===== src/rtl/core/rntp_pkg.sv =====
package rntp_pkg;

  localparam int unsigned AccW = 64;
  localparam int unsigned BaseW = 6;
  localparam int unsigned CharW = 8;
  localparam int unsigned QueueDepth = 4;
  localparam int unsigned QueuePtrW = $clog2(QueueDepth);

  localparam logic [BaseW-1:0] BaseReset = 6'd10;
  localparam logic [BaseW-1:0] BaseMin = 6'd2;
  localparam logic [BaseW-1:0] BaseMax = 6'd36;

  localparam logic [CharW-1:0] ChPlus = 8'h2B;
  localparam logic [CharW-1:0] ChMinus = 8'h2D;

  typedef enum logic [1:0] {
    KIND_SIGN,
    KIND_DIGIT,
    KIND_BAD
  } kind_t;

  typedef struct packed {
    kind_t            kind;
    logic             minus;
    logic [BaseW-1:0] digit;
    logic [BaseW-1:0] base;
    logic             last;
  } entry_t;

  function automatic logic [BaseW-1:0] effective_base(input logic [BaseW-1:0] b);
    if (b < BaseMin || b > BaseMax) begin
      return BaseReset;
    end
    return b;
  endfunction

  // Digit value in the low bits; bit BaseW flags a non-digit byte.
  function automatic logic [BaseW:0] digit_value(input logic [CharW-1:0] c);
    logic [CharW-1:0] d;
    d = '0;
    if (c >= 8'h30 && c <= 8'h39) begin
      d = c - 8'h30;
      return {1'b0, d[BaseW-1:0]};
    end
    if (c >= 8'h41 && c <= 8'h5A) begin
      d = c - 8'h37;
      return {1'b0, d[BaseW-1:0]};
    end
    if (c >= 8'h61 && c <= 8'h7A) begin
      d = c - 8'h57;
      return {1'b0, d[BaseW-1:0]};
    end
    return {1'b1, {BaseW{1'b0}}};
  endfunction

endpackage


===== src/rtl/core/rntp_front.sv =====
module rntp_front
  import rntp_pkg::*;
(
  input  logic             clk,
  input  logic             rst_n,
  input  logic             cfg_valid,
  input  logic [BaseW-1:0] cfg_data,
  input  logic             in_valid,
  output logic             in_ready,
  input  logic [CharW-1:0] in_char_code,
  input  logic             in_is_last,
  output logic             push_valid,
  input  logic             push_ready,
  output entry_t           push_data
);

  logic [BaseW-1:0] base_r;
  logic             start_r;
  logic             start_nxt;
  logic             valid_r;
  logic             valid_nxt;
  entry_t           entry_r;
  entry_t           entry_nxt;
  logic [BaseW:0]   dv;
  logic [BaseW-1:0] eff;
  logic             accept;

  assign in_ready = !valid_r || push_ready;
  assign accept = in_valid && in_ready;
  assign push_valid = valid_r;
  assign push_data = entry_r;

  always_comb begin
    dv = digit_value(in_char_code);
    eff = effective_base(base_r);
    entry_nxt.minus = (in_char_code == ChMinus);
    entry_nxt.digit = dv[BaseW-1:0];
    entry_nxt.base = eff;
    entry_nxt.last = in_is_last;
    if (start_r && (in_char_code == ChPlus || in_char_code == ChMinus)) begin
      entry_nxt.kind = KIND_SIGN;
    end else if (!dv[BaseW] && dv[BaseW-1:0] < eff) begin
      entry_nxt.kind = KIND_DIGIT;
    end else begin
      entry_nxt.kind = KIND_BAD;
    end
    start_nxt = accept ? in_is_last : start_r;
    valid_nxt = accept || (valid_r && !push_ready);
  end

  always_ff @(posedge clk) begin
    if (!rst_n) begin
      base_r <= BaseReset;
      start_r <= 1'b1;
      valid_r <= 1'b0;
    end else begin
      if (cfg_valid) begin
        base_r <= cfg_data;
      end
      start_r <= start_nxt;
      valid_r <= valid_nxt;
    end
  end

  always_ff @(posedge clk) begin
    if (accept) begin
      entry_r <= entry_nxt;
    end
  end

endmodule


===== src/rtl/core/rntp_queue.sv =====
module rntp_queue
  import rntp_pkg::*;
(
  input  logic   clk,
  input  logic   rst_n,
  input  logic   push_valid,
  output logic   push_ready,
  input  entry_t push_data,
  output logic   pop_valid,
  input  logic   pop_ready,
  output entry_t pop_data
);

  entry_t               mem [QueueDepth];
  logic [QueuePtrW-1:0] wr_ptr_r;
  logic [QueuePtrW-1:0] rd_ptr_r;
  logic [QueuePtrW:0]   count_r;
  logic [QueuePtrW:0]   count_nxt;
  logic                 do_push;
  logic                 do_pop;

  assign push_ready = (count_r != (QueuePtrW+1)'(QueueDepth));
  assign pop_valid = (count_r != '0);
  assign pop_data = mem[rd_ptr_r];
  assign do_push = push_valid && push_ready;
  assign do_pop = pop_valid && pop_ready;

  always_comb begin
    count_nxt = count_r;
    if (do_push && !do_pop) begin
      count_nxt = count_r + 1'b1;
    end else if (do_pop && !do_push) begin
      count_nxt = count_r - 1'b1;
    end
  end

  always_ff @(posedge clk) begin
    if (!rst_n) begin
      wr_ptr_r <= '0;
      rd_ptr_r <= '0;
      count_r <= '0;
    end else begin
      if (do_push) begin
        wr_ptr_r <= wr_ptr_r + 1'b1;
      end
      if (do_pop) begin
        rd_ptr_r <= rd_ptr_r + 1'b1;
      end
      count_r <= count_nxt;
    end
  end

  always_ff @(posedge clk) begin
    if (do_push) begin
      mem[wr_ptr_r] <= push_data;
    end
  end

endmodule


===== src/rtl/core/rntp_back.sv =====
module rntp_back
  import rntp_pkg::*;
(
  input  logic                   clk,
  input  logic                   rst_n,
  input  logic                   pop_valid,
  output logic                   pop_ready,
  input  entry_t                 pop_data,
  output logic                   out_valid,
  input  logic                   out_ready,
  output logic signed [AccW-1:0] out_parsed_value,
  output logic                   out_parse_ok
);

  logic [AccW-1:0] acc_r;
  logic [AccW-1:0] acc_nxt;
  logic            neg_r;
  logic            neg_nxt;
  logic            seen_r;
  logic            seen_nxt;
  logic            failed_r;
  logic            failed_nxt;
  logic            out_valid_r;
  logic            out_valid_nxt;
  logic [AccW-1:0] value_r;
  logic            ok_r;
  logic            ok;
  logic            do_pop;
  logic            emit;

  // A last character needs a free output slot; others advance freely.
  assign pop_ready = !pop_data.last || !out_valid_r || out_ready;
  assign do_pop = pop_valid && pop_ready;
  assign emit = do_pop && pop_data.last;

  assign out_valid = out_valid_r;
  assign out_parsed_value = value_r;
  assign out_parse_ok = ok_r;

  always_comb begin
    acc_nxt = acc_r;
    neg_nxt = neg_r;
    seen_nxt = seen_r;
    failed_nxt = failed_r;
    case (pop_data.kind)
      KIND_SIGN: begin
        neg_nxt = pop_data.minus;
      end
      KIND_DIGIT: begin
        if (!failed_r) begin
          acc_nxt = acc_r * {{(AccW-BaseW){1'b0}}, pop_data.base}
                    + {{(AccW-BaseW){1'b0}}, pop_data.digit};
          seen_nxt = 1'b1;
        end
      end
      default: begin
        failed_nxt = 1'b1;
      end
    endcase
    ok = !failed_nxt && seen_nxt;
    out_valid_nxt = emit || (out_valid_r && !out_ready);
  end

  always_ff @(posedge clk) begin
    if (!rst_n) begin
      acc_r <= '0;
      neg_r <= 1'b0;
      seen_r <= 1'b0;
      failed_r <= 1'b0;
      out_valid_r <= 1'b0;
    end else begin
      out_valid_r <= out_valid_nxt;
      if (emit) begin
        // drop token state for the next token
        acc_r <= '0;
        neg_r <= 1'b0;
        seen_r <= 1'b0;
        failed_r <= 1'b0;
      end else if (do_pop) begin
        acc_r <= acc_nxt;
        neg_r <= neg_nxt;
        seen_r <= seen_nxt;
        failed_r <= failed_nxt;
      end
    end
  end

  always_ff @(posedge clk) begin
    if (emit) begin
      ok_r <= ok;
      if (!ok) begin
        value_r <= '0;
      end else if (neg_nxt) begin
        value_r <= '0 - acc_nxt;
      end else begin
        value_r <= acc_nxt;
      end
    end
  end

endmodule


===== src/rtl/core/radix_number_token_parser_core.sv =====
// Signed integer parser for one token in radix 2 to 36, one character per
// transfer on the input channel, with in_is_last on the final character. A
// result (value and success flag) is given for each token, on its last
// character. The block takes one character per cycle while the output is
// not held back; a result is registered after its last character passes
// the classify stage, the four-entry queue and the accumulate stage with
// its output register. The rate is set by the combinational 64-bit
// multiply-add in the accumulate stage.
// The radix register (cfg port, reset 10, values outside 2..36 act as 10)
// is sampled per character as it is classified; write it only while idle.
module radix_number_token_parser_core
  import rntp_pkg::*;
(
  input  logic                   clk,
  input  logic                   rst_n,
  input  logic                   cfg_valid,
  output logic                   cfg_ready,
  input  logic [BaseW-1:0]       cfg_data,
  input  logic                   in_valid,
  output logic                   in_ready,
  input  logic [CharW-1:0]       in_char_code,
  input  logic                   in_is_last,
  output logic                   out_valid,
  input  logic                   out_ready,
  output logic signed [AccW-1:0] out_parsed_value,
  output logic                   out_parse_ok
);

  logic   push_valid;
  logic   push_ready;
  entry_t push_data;
  logic   pop_valid;
  logic   pop_ready;
  entry_t pop_data;

  assign cfg_ready = 1'b1;

  rntp_front u_front (
    .clk          (clk),
    .rst_n        (rst_n),
    .cfg_valid    (cfg_valid),
    .cfg_data     (cfg_data),
    .in_valid     (in_valid),
    .in_ready     (in_ready),
    .in_char_code (in_char_code),
    .in_is_last   (in_is_last),
    .push_valid   (push_valid),
    .push_ready   (push_ready),
    .push_data    (push_data)
  );

  rntp_queue u_queue (
    .clk        (clk),
    .rst_n      (rst_n),
    .push_valid (push_valid),
    .push_ready (push_ready),
    .push_data  (push_data),
    .pop_valid  (pop_valid),
    .pop_ready  (pop_ready),
    .pop_data   (pop_data)
  );

  rntp_back u_back (
    .clk              (clk),
    .rst_n            (rst_n),
    .pop_valid        (pop_valid),
    .pop_ready        (pop_ready),
    .pop_data         (pop_data),
    .out_valid        (out_valid),
    .out_ready        (out_ready),
    .out_parsed_value (out_parsed_value),
    .out_parse_ok     (out_parse_ok)
  );

endmodule


===== config.mk =====
export PLATFORM = sky130hd
export DESIGN_NAME = radix_number_token_parser_core
export DESIGN_NICKNAME = d
export VERILOG_FILES = /design/src/rtl/core/rntp_pkg.sv /design/src/rtl/core/rntp_front.sv /design/src/rtl/core/rntp_queue.sv /design/src/rtl/core/rntp_back.sv /design/src/rtl/core/radix_number_token_parser_core.sv
export SDC_FILE = /design/constraint.sdc
export NUM_CORES = 1
export LEC_CHECK = 0
export BUFFER_PORTS_ARGS = -buffer_cell sky130_fd_sc_hd__buf_2
export CAP_MARGIN = 20
export CORE_UTILIZATION = 30
export DETAILED_ROUTE_END_ITERATION = 7
export PLACE_DENSITY_LB_ADDON = 0.1
export SETUP_SLACK_MARGIN = 0.3
export SLEW_MARGIN = 20
export SYNTH_ARGS = -nofsm -noshare
export SYNTH_HDL_FRONTEND = slang
export SYNTH_SLANG_ARGS = --single-unit

===== constraint.sdc =====
create_clock -name clk -period 17.46 [get_ports clk]
set_input_delay 2.619 -clock clk [delete_from_list [all_inputs] [get_ports clk]]
set_output_delay 2.619 -clock clk [all_outputs]
set_load 0.005 [all_outputs]

Yosys cells after proc, flatten, opt, wreduce, memory -nomap -nowiden
Memories as Yosys holds them, arrays and structs flattened. A register that Yosys moved wholly into a read port is not among the register bits.
Cells that the tools add are included.
Widths: inputs -> output; s select.
{"block": "totals", "mem_count": 1, "input_bits": 20, "reg_bits": 164, "ram_bits": 64}
{"memory": "u_queue.mem", "words": 4, "word_bits": 16, "rd": 1, "rd_ports_with_merged_regs": 1, "write_ports": 1, "line_no": "rntp_queue.sv:14", "text": "entry_t mem [QueueDepth];"}
{"block": "op_classes", "order_cmp": 9, "muxes": 29, "n_bitwise": 1, "eq_ne": 4, "reduce_logical": 35, "addsub": 9, "n_mul": 1}
{"op": "$mux 64", "count": 3}
{"op": "$add 64x6->64", "count": 1}
{"op": "$mul 64x6->64", "count": 1}
{"op": "$sub 1x64->64 const A", "count": 1}
{"op": "$mux 7", "count": 6}
{"op": "$eq 8x6->1 const B", "count": 2}
{"op": "$ge 8x7->1 const B", "count": 2}
{"op": "$le 8x7->1 const B", "count": 2}
{"op": "$logic_and 1x1->1", "count": 14}
{"op": "$mux 1", "count": 13}
{"op": "$mux 6", "count": 2}
{"op": "$sub 6x6->6 const B", "count": 2}
{"op": "$logic_not 1->1", "count": 9}
{"op": "$ge 8x6->1 const B", "count": 1}
{"op": "$le 8x6->1 const B", "count": 1}
{"op": "$logic_or 1x1->1", "count": 7}
{"op": "$gt 6x6->1 const B", "count": 1}
{"op": "$lt 6x2->1 const B", "count": 1}
{"op": "$lt 6x6->1", "count": 1}
{"op": "$mux 2", "count": 3}
{"op": "$mux 3", "count": 2}
{"op": "$sub 6x5->6 const B", "count": 1}
{"op": "$add 2x1->2 const B", "count": 2}
{"op": "$reduce_or 2->1", "count": 2}
{"op": "other kinds (8)", "count": 8}

Longest topological paths before layout
Gate-level depths: netlist of run 1.
{"block": "depth", "depth_word": 12, "mapped_depth": 28}

Cells and area by module
A second synthesis of run 1 with hierarchy kept.
{"block": "hier_totals", "hier_cells": 2715, "area_unflattened_um2": 25040.3}
{"module": "rntp_back", "area_per_inst_um2": 20709.9, "instances": 1, "seq_area_each_um2": 3313.2, "cells_each": 2441}
{"module": "rntp_queue", "area_per_inst_um2": 2841.5, "instances": 1, "seq_area_each_um2": 2102.0, "cells_each": 132}
{"module": "rntp_front", "area_per_inst_um2": 1477.7, "instances": 1, "seq_area_each_um2": 640.6, "cells_each": 140}
{"module": "radix_number_token_parser_core", "area_per_inst_um2": 11.3, "instances": 1, "seq_area_each_um2": 0.0, "cells_each": 2}

Worst setup path before layout of run 1
OpenSTA, ideal clock, no wires.
{"block": "synth_timing", "kind": "reg2reg", "from": "reg (tool-made name)", "to": "reg u_back.value_r[51] (netlist: u_back.out_parsed_value[51]) (data pin)", "setup_slack_ps": 10061, "stages_incl_launch_ff": 26, "arrival_ps": 7144, "n_path_buf": 4, "setup_time_ps": 255, "period_less_slack_ps": 7399, "cell_sequence": "dfxtp_1 > buf_6 > buf_1 > mux4_2 > clkbuf_1 > nand2_1 > fa_1 > fa_1 > inv_1 > fa_1 > inv_1 > fa_1 > inv_1 > ha_1 > nand4_1 > a2111oi_0 > o31ai_1 > nand2_1 > xnor2_1 > o2111a_1 > nand3_1 > nor4b_4 > buf_6 > a31oi_1 > xnor2_1 > and2_1"}
{"item": "end signal, assigned", "line_no": "rntp_back.sv:94", "text": "value_r <= '0 - acc_nxt;"}
{"item": "end signal, assigned", "line_no": "rntp_back.sv:96", "text": "value_r <= acc_nxt;"}
{"item": "end, declared", "line_no": "rntp_back.sv:25", "text": "logic [AccW-1:0] value_r;"}

==> flow_summary.toml, run 1 <==
[route]
wl_met3_um = 3700
highest_layer = "met4"
drt-initial-drc-count = 1139
viasPerCell = 5.26
drc = 0
wl_met2_um = 37200
first_pass_iters = 5
wire_per_inst_um = 21.5
via_count = 19500
drt-total-wl_um = 79800
ant_nets = 0
wl_met1_um = 37400

[synth]
synth.distinct_cells = 92
netlist_area_um2 = 24400
synthArstFlopShare = 0
yosysWarnings = 0
ys_ff_latch = 230
avgSynthCellArea_um2 = 9.25
synth_edf_count = 145
ys.flop_type = "edfxtp_1"
synth_fp_nets = 3044
seq_area_frac_synth = 0.248
netlist_instances = 2636

[worst_hold_path]
hold_start = "u_back.out_valid"
hold_class = "reg2reg"

[power_and_ir_drop]
p_per_area_nw_per_um2 = 98.7
peakVddDrop_mv = 0.0915
total_leakage_power_nw = 11.3

[sta]
relSlewSlack = 0.315
clock_skew_ns = 0.0383
final_max_slew_viol_count = 0
fmax_mhz = 111
setup_violations = 0
finalSetupTns_ns = 0
tightest_slew_ns = 1.03
fin_crit_sh = 0.516
rsz0062_at_grt = "no"
fin_crit_ns = 9.01
hold_viol_final = 0

[clock_network]
clk_path_buf_depth = 3
numClockSinks = 230
cts.hold.buffers_added = 0
insertion_delay_ns = 0.63
cts_made_buffers = 30
cts-resized-gates = 0
clock-root-buffer = "clkbuf_16"
postCtsSetupRepairBufs = 0
clk_pin_slew_ns = 0.06
cts_tree = "yes"
htree_levels = 1

[floorplanning]
ios = 88
die_w_um = 287
design.core.area_um2 = 80400
initial_core_util = 0.303
die_area_um2 = 82400
rows = 104
die_h_um = 287

[global_route]
antenna_found_initial = 1
grt_pass1_vias = 20500
grt_max_degree = 71
grt_pass1_wl_um = 124000
grt.overflow.total = 0
track_usage = 0.195

[final_layout]
fin_util = 0.332
multi_input_area_um2 = 17400
mostFrequentLayoutCells = "and2_1, nand2_1, fa_1, nor2_1, a21oi_1"
regArea_um2 = 6060
layout_commonest_cell = "and2_1"
syn2layout_area_growth_pct = 9.56
fill_cells = 8402
n_antenna_cell = 0
drive_gt1_frac = 0.0821
final_nets = 3030

[worst_setup_path]
end_kind = "register"
required_ns = 17.84
cp_max_fo = 34
critical_path_arrival_ns = 9.39
crit_type = "reg2reg"
startpoint_type = "register"

[status]
status = "complete, no violations"

[place]
gp_congestion = 0.898
io_buffers = 86
hpwl_um = 60100

[run]
drv_cap = 0
## stage by stage
stage	area (um2)	total power [mW]	setup WS [ns]	hold WS, ns	std cells
3_3_place_gp	25700	2.04	8.54	0.478	3650
4_1_cts	26700	2.67	8.45	0.492	3704
5_1_grt	26700	2.80	8.02	0.507	3704
2_1_floorplan	24400	1.54	10.06	0.441	2636
3_5_place_dp	25700	2.03	8.51	0.483	3650
6_report	26700	2.64	8.45	0.486	3704
## synth_stat cells, drive strengths merged, types with 19 or more instances
library cell	number	area share
and2	362	0.093
nand2	273	0.042
fa	241	0.20
nor2	225	0.035
a21oi	194	0.040
ha	147	0.075
edfxtp	145	0.18
clkbuf	128	0.020
o21ai	104	0.021
inv	92	0.014
dfxtp	85	0.070
xnor2	63	0.023
xor2	46	0.017
nand4	40	0.010
mux2i	34	0.014
nor3	34	0.0072
a31oi	33	0.0085
a21o	29	0.0089
buf	25	0.0055
nand3	23	0.0047
a211oi	22	0.0074
o31ai	20	0.0064
or3	19	0.0051
## state kept, by name (all words and copies together), names as in the netlist, named ones only
register,count
u_queue.rd_ptr_r,2
u_front.base_r,6
u_back.neg_r,1
u_front.start_r,1
u_back.failed_r,1
u_back.out_valid,1
u_back.out_parsed_value,64
u_queue.mem,64
u_back.seen_r,1
u_front.push_data,16
u_back.out_parse_ok,1
u_queue.count_r,3
u_front.push_valid,1
u_back.acc_r,64
u_queue.wr_ptr_r,2
## kinds of logic after synthesis
group | synth area share
AND/OR/NAND/NOR | 0.228
AO/OA/AOI/OAI | 0.141
adder cells (fa/ha/maj) | 0.273
buffers and inverters | 0.0395
flip-flops | 0.248
XOR/XNOR | 0.0392
multiplexers | 0.0311
other | 0.000154
## area by class of cell
class                      count  area share
clock buffer                  36      0.0290
clock inverter                18     0.00731
inverter                      92      0.0130
multi-input combinational   2161       0.652
sequential                   230       0.227
tap                         1060      0.0497
timing repair buffer         107      0.0220
## power breakdown
group | leakage [nW] | total, mW | switching (mW) | internal [mW]
Sequential | 2.05 | 0.763 | 0.0631 | 0.700
Clock | 0.471 | 0.624 | 0.264 | 0.359
Combinational | 8.77 | 1.25 | 0.877 | 0.373
## routing by layer
layer | vias to the layer above | track usage
met5 | - | 0
li1 | 9118 | -
met1 | 9779 | 0.271
met3 | 87 | 0.0269
met2 | 482 | 0.321
met4 | 0 | 0.0391
## path summary, 6_finish.rpt
path,endpoint,slack (ns),cells after the start
worst max register to register,u_back.out_parsed_value[51],8.45,24
worst min-delay path,u_back.out_valid,0.49,2
worst max-delay path,u_back.out_parsed_value[51],8.45,24
worst min register to register,u_back.out_valid,0.49,2
## critical path: stages, from the launching register on
cell and delay (ns):
dfxtp_1 0.65, buf_4 0.33, mux4_2 0.81, buf_4 0.37, and2_1 0.23, fa_1 0.49
ha_1 0.15, inv_1 0.06, fa_1 0.48, fa_1 0.54, inv_1 0.04, ha_1 0.36
a21o_1 0.19, a21oi_2 0.39, a2111oi_0 0.19, buf_4 0.18, o31ai_1 0.77, nand2_1 0.16
xnor2_1 0.33, o2111a_1 0.29, nand3_1 0.32, nor4b_4 0.85, a31oi_1 0.21, xnor2_1 0.18
and2_1 0.17
(Power assumes the default switching activity.)
==> inputs of run 2 (changes only) <==
clock period = 9.03 ns   (was 17.46 ns; I/O delays follow)
==> run 2 against run 1 <==
Core utilization up 0.39 points. Critical path depth down 3. Clock power up 120%. Critical path type unchanged.
==> flow_summary.toml, run 2 (same netlist as run 1, synthesis figures left out) <==
[status]
status = "complete, no violations"

[worst_setup_path]
startpoint_type = "register"
critical_path_arrival_ns = 8.81
end_kind = "register"
crit_type = "reg2reg"
cp_max_fo = 41
cpLargestDelayFamily = "adder cells"
required_ns = 9.50
worstPathCellList = "buf_4 -> mux4_2 -> buf_4 -> and2_1 -> fa_1 -> fa_1 -> fa_1 -> ha_1 -> ha_1 -> a21oi_1 -> o21ai_0 -> nor2_1 -> a31oi_1 -> xnor2_1 -> a41oi_1 -> nor4_2 -> nand4b_2 -> nor3_1 -> nand4_1 -> a211oi_1 -> a31o_2"
cp_slowest_stage_delay_ns = 0.68
critPathBufInv = 2
crit_top_cell = "fa_1"
critPathSlowestCell = "o21ai_0"

[place]
dp_slack_ns = 0.520
place_inst = 3663
io_buffers = 86
hpwl_um = 61100
gp_congestion = 0.903

[floorplanning]
die_area_um2 = 82400
design.core.area_um2 = 80400
rows = 104
initial_core_util = 0.303
die_h_um = 287
die_w_um = 287
ios = 88

[global_route]
grt.overflow.total = 0
grt_pass1_vias = 20200
antenna_found_initial = 6
grt_pass1_wl_um = 123000
track_usage = 0.193
grt_max_degree = 68

[clock_network]
clk_pin_slew_ns = 0.06
cts_tree = "yes"
clock-root-buffer = "clkbuf_16"
numClockSinks = 230
cts_made_buffers = 31
htree_levels = 1
cts.hold.buffers_added = 0
clk_path_buf_depth = 3
insertion_delay_ns = 0.61

[sta]
tightest_slew_ns = 0.983
fin_crit_ns = 8.33
clock_skew_ns = 0.0163
finalSetupTns_ns = 0
setup_violations = 0
fin_crit_sh = 0.923
final_max_slew_viol_count = 0
hold_viol_final = 0
fmax_mhz = 120
relSlewSlack = 0.344
fin_ws_ns = 0.699
rsz0062_at_grt = "no"

[power_and_ir_drop]
peakVddDrop_mv = 0.265
total_leakage_power_nw = 11.4
p_per_area_nw_per_um2 = 199

[final_layout]
instances_no_fill = 3724
n_antenna_cell = 0
layout_commonest_cell = "and2_1"
syn2layout_area_growth_pct = 10.9
drive_gt1_frac = 0.0912
final_nets = 3047
mostFrequentLayoutCells = "and2_1, nand2_1, fa_1, nor2_1, a21oi_1"

[route]
drt-total-wl_um = 81500
wire_per_inst_um = 21.9
drt-initial-drc-count = 1181
drc = 0
first_pass_iters = 5
viasPerCell = 5.27
ant_nets = 0
via_count = 19600

[worst_hold_path]
hold_class = "reg2reg"
hold_start = "u_back.out_valid"

[run]
drv_cap = 0
[run 2: cell count changes in the layout (fill, tap and decap cells not counted), sizes merged]
cell,change
mux4,+2
buf,+14
bufinv,+2
inv,+2
clkinv,-3
clkinvlp,+2
clkbuf,+1
[run 2: routing by layer]
layer / up-vias / track usage / share of wire
li1: 9172 / - / -
met1: 9910 / 0.271 / 0.47
met2: 446 / 0.316 / 0.46
met3: 103 / 0.0190 / 0.041
met4: 0 / 0.0516 / 0.028
met5: - / 0 / 0
[run 2: stage by stage]
step / instance area [um2] / total power [mW] / utilization / hold slack, ns
after floorplan: 24400 / 2.99 / - / 0.441
after global placement: 25800 / 3.97 / 0.321 / 0.475
after detailed placement: 25800 / 3.98 / 0.321 / 0.491
after CTS: 26900 / 5.37 / 0.335 / 0.501
after global routing: 27000 / 5.67 / 0.336 / 0.538
final: 27000 / 5.37 / 0.336 / 0.500
[run 2: repair_timing]
item,CTS,global route
setup buffers,0,1
setup endpoints to repair,0,16
resized for setup,0,4
[run 2: final timing paths]
kind              slack [ns]                     endpoint  depth (start not counted)
setup reg to reg        0.70  u_back.out_parsed_value[60]                         21
setup / recovery        0.70  u_back.out_parsed_value[60]                         21
hold reg to reg         0.50             u_back.out_valid                          2
hold / removal          0.50             u_back.out_valid                          2
[run 2: cell type report]
cell class                 instances  area (um2)
timing repair buffer             121         709
clock inverter                    21         269
inverter                          92         347
tap                             1060        1330
clock buffer                      37         840
multi-input combinational       2163       17500
sequential                       230        6060
fill                            8324       53400
[run 2: tightest hold or removal path, stage by stage, from the launching register on]
cell and delay [ns]:
dfxtp_1 0.33, nand2_1 0.06, a21boi_0 0.07
[run 2: power by group]
group | internal (mW) | switching, mW | leakage (nW)
combinational | 0.780 | 1.75 | 8.86
clock | 0.811 | 0.537 | 0.536
sequential | 1.35 | 0.144 | 2.05
total | 2.95 | 2.43 | 11.4
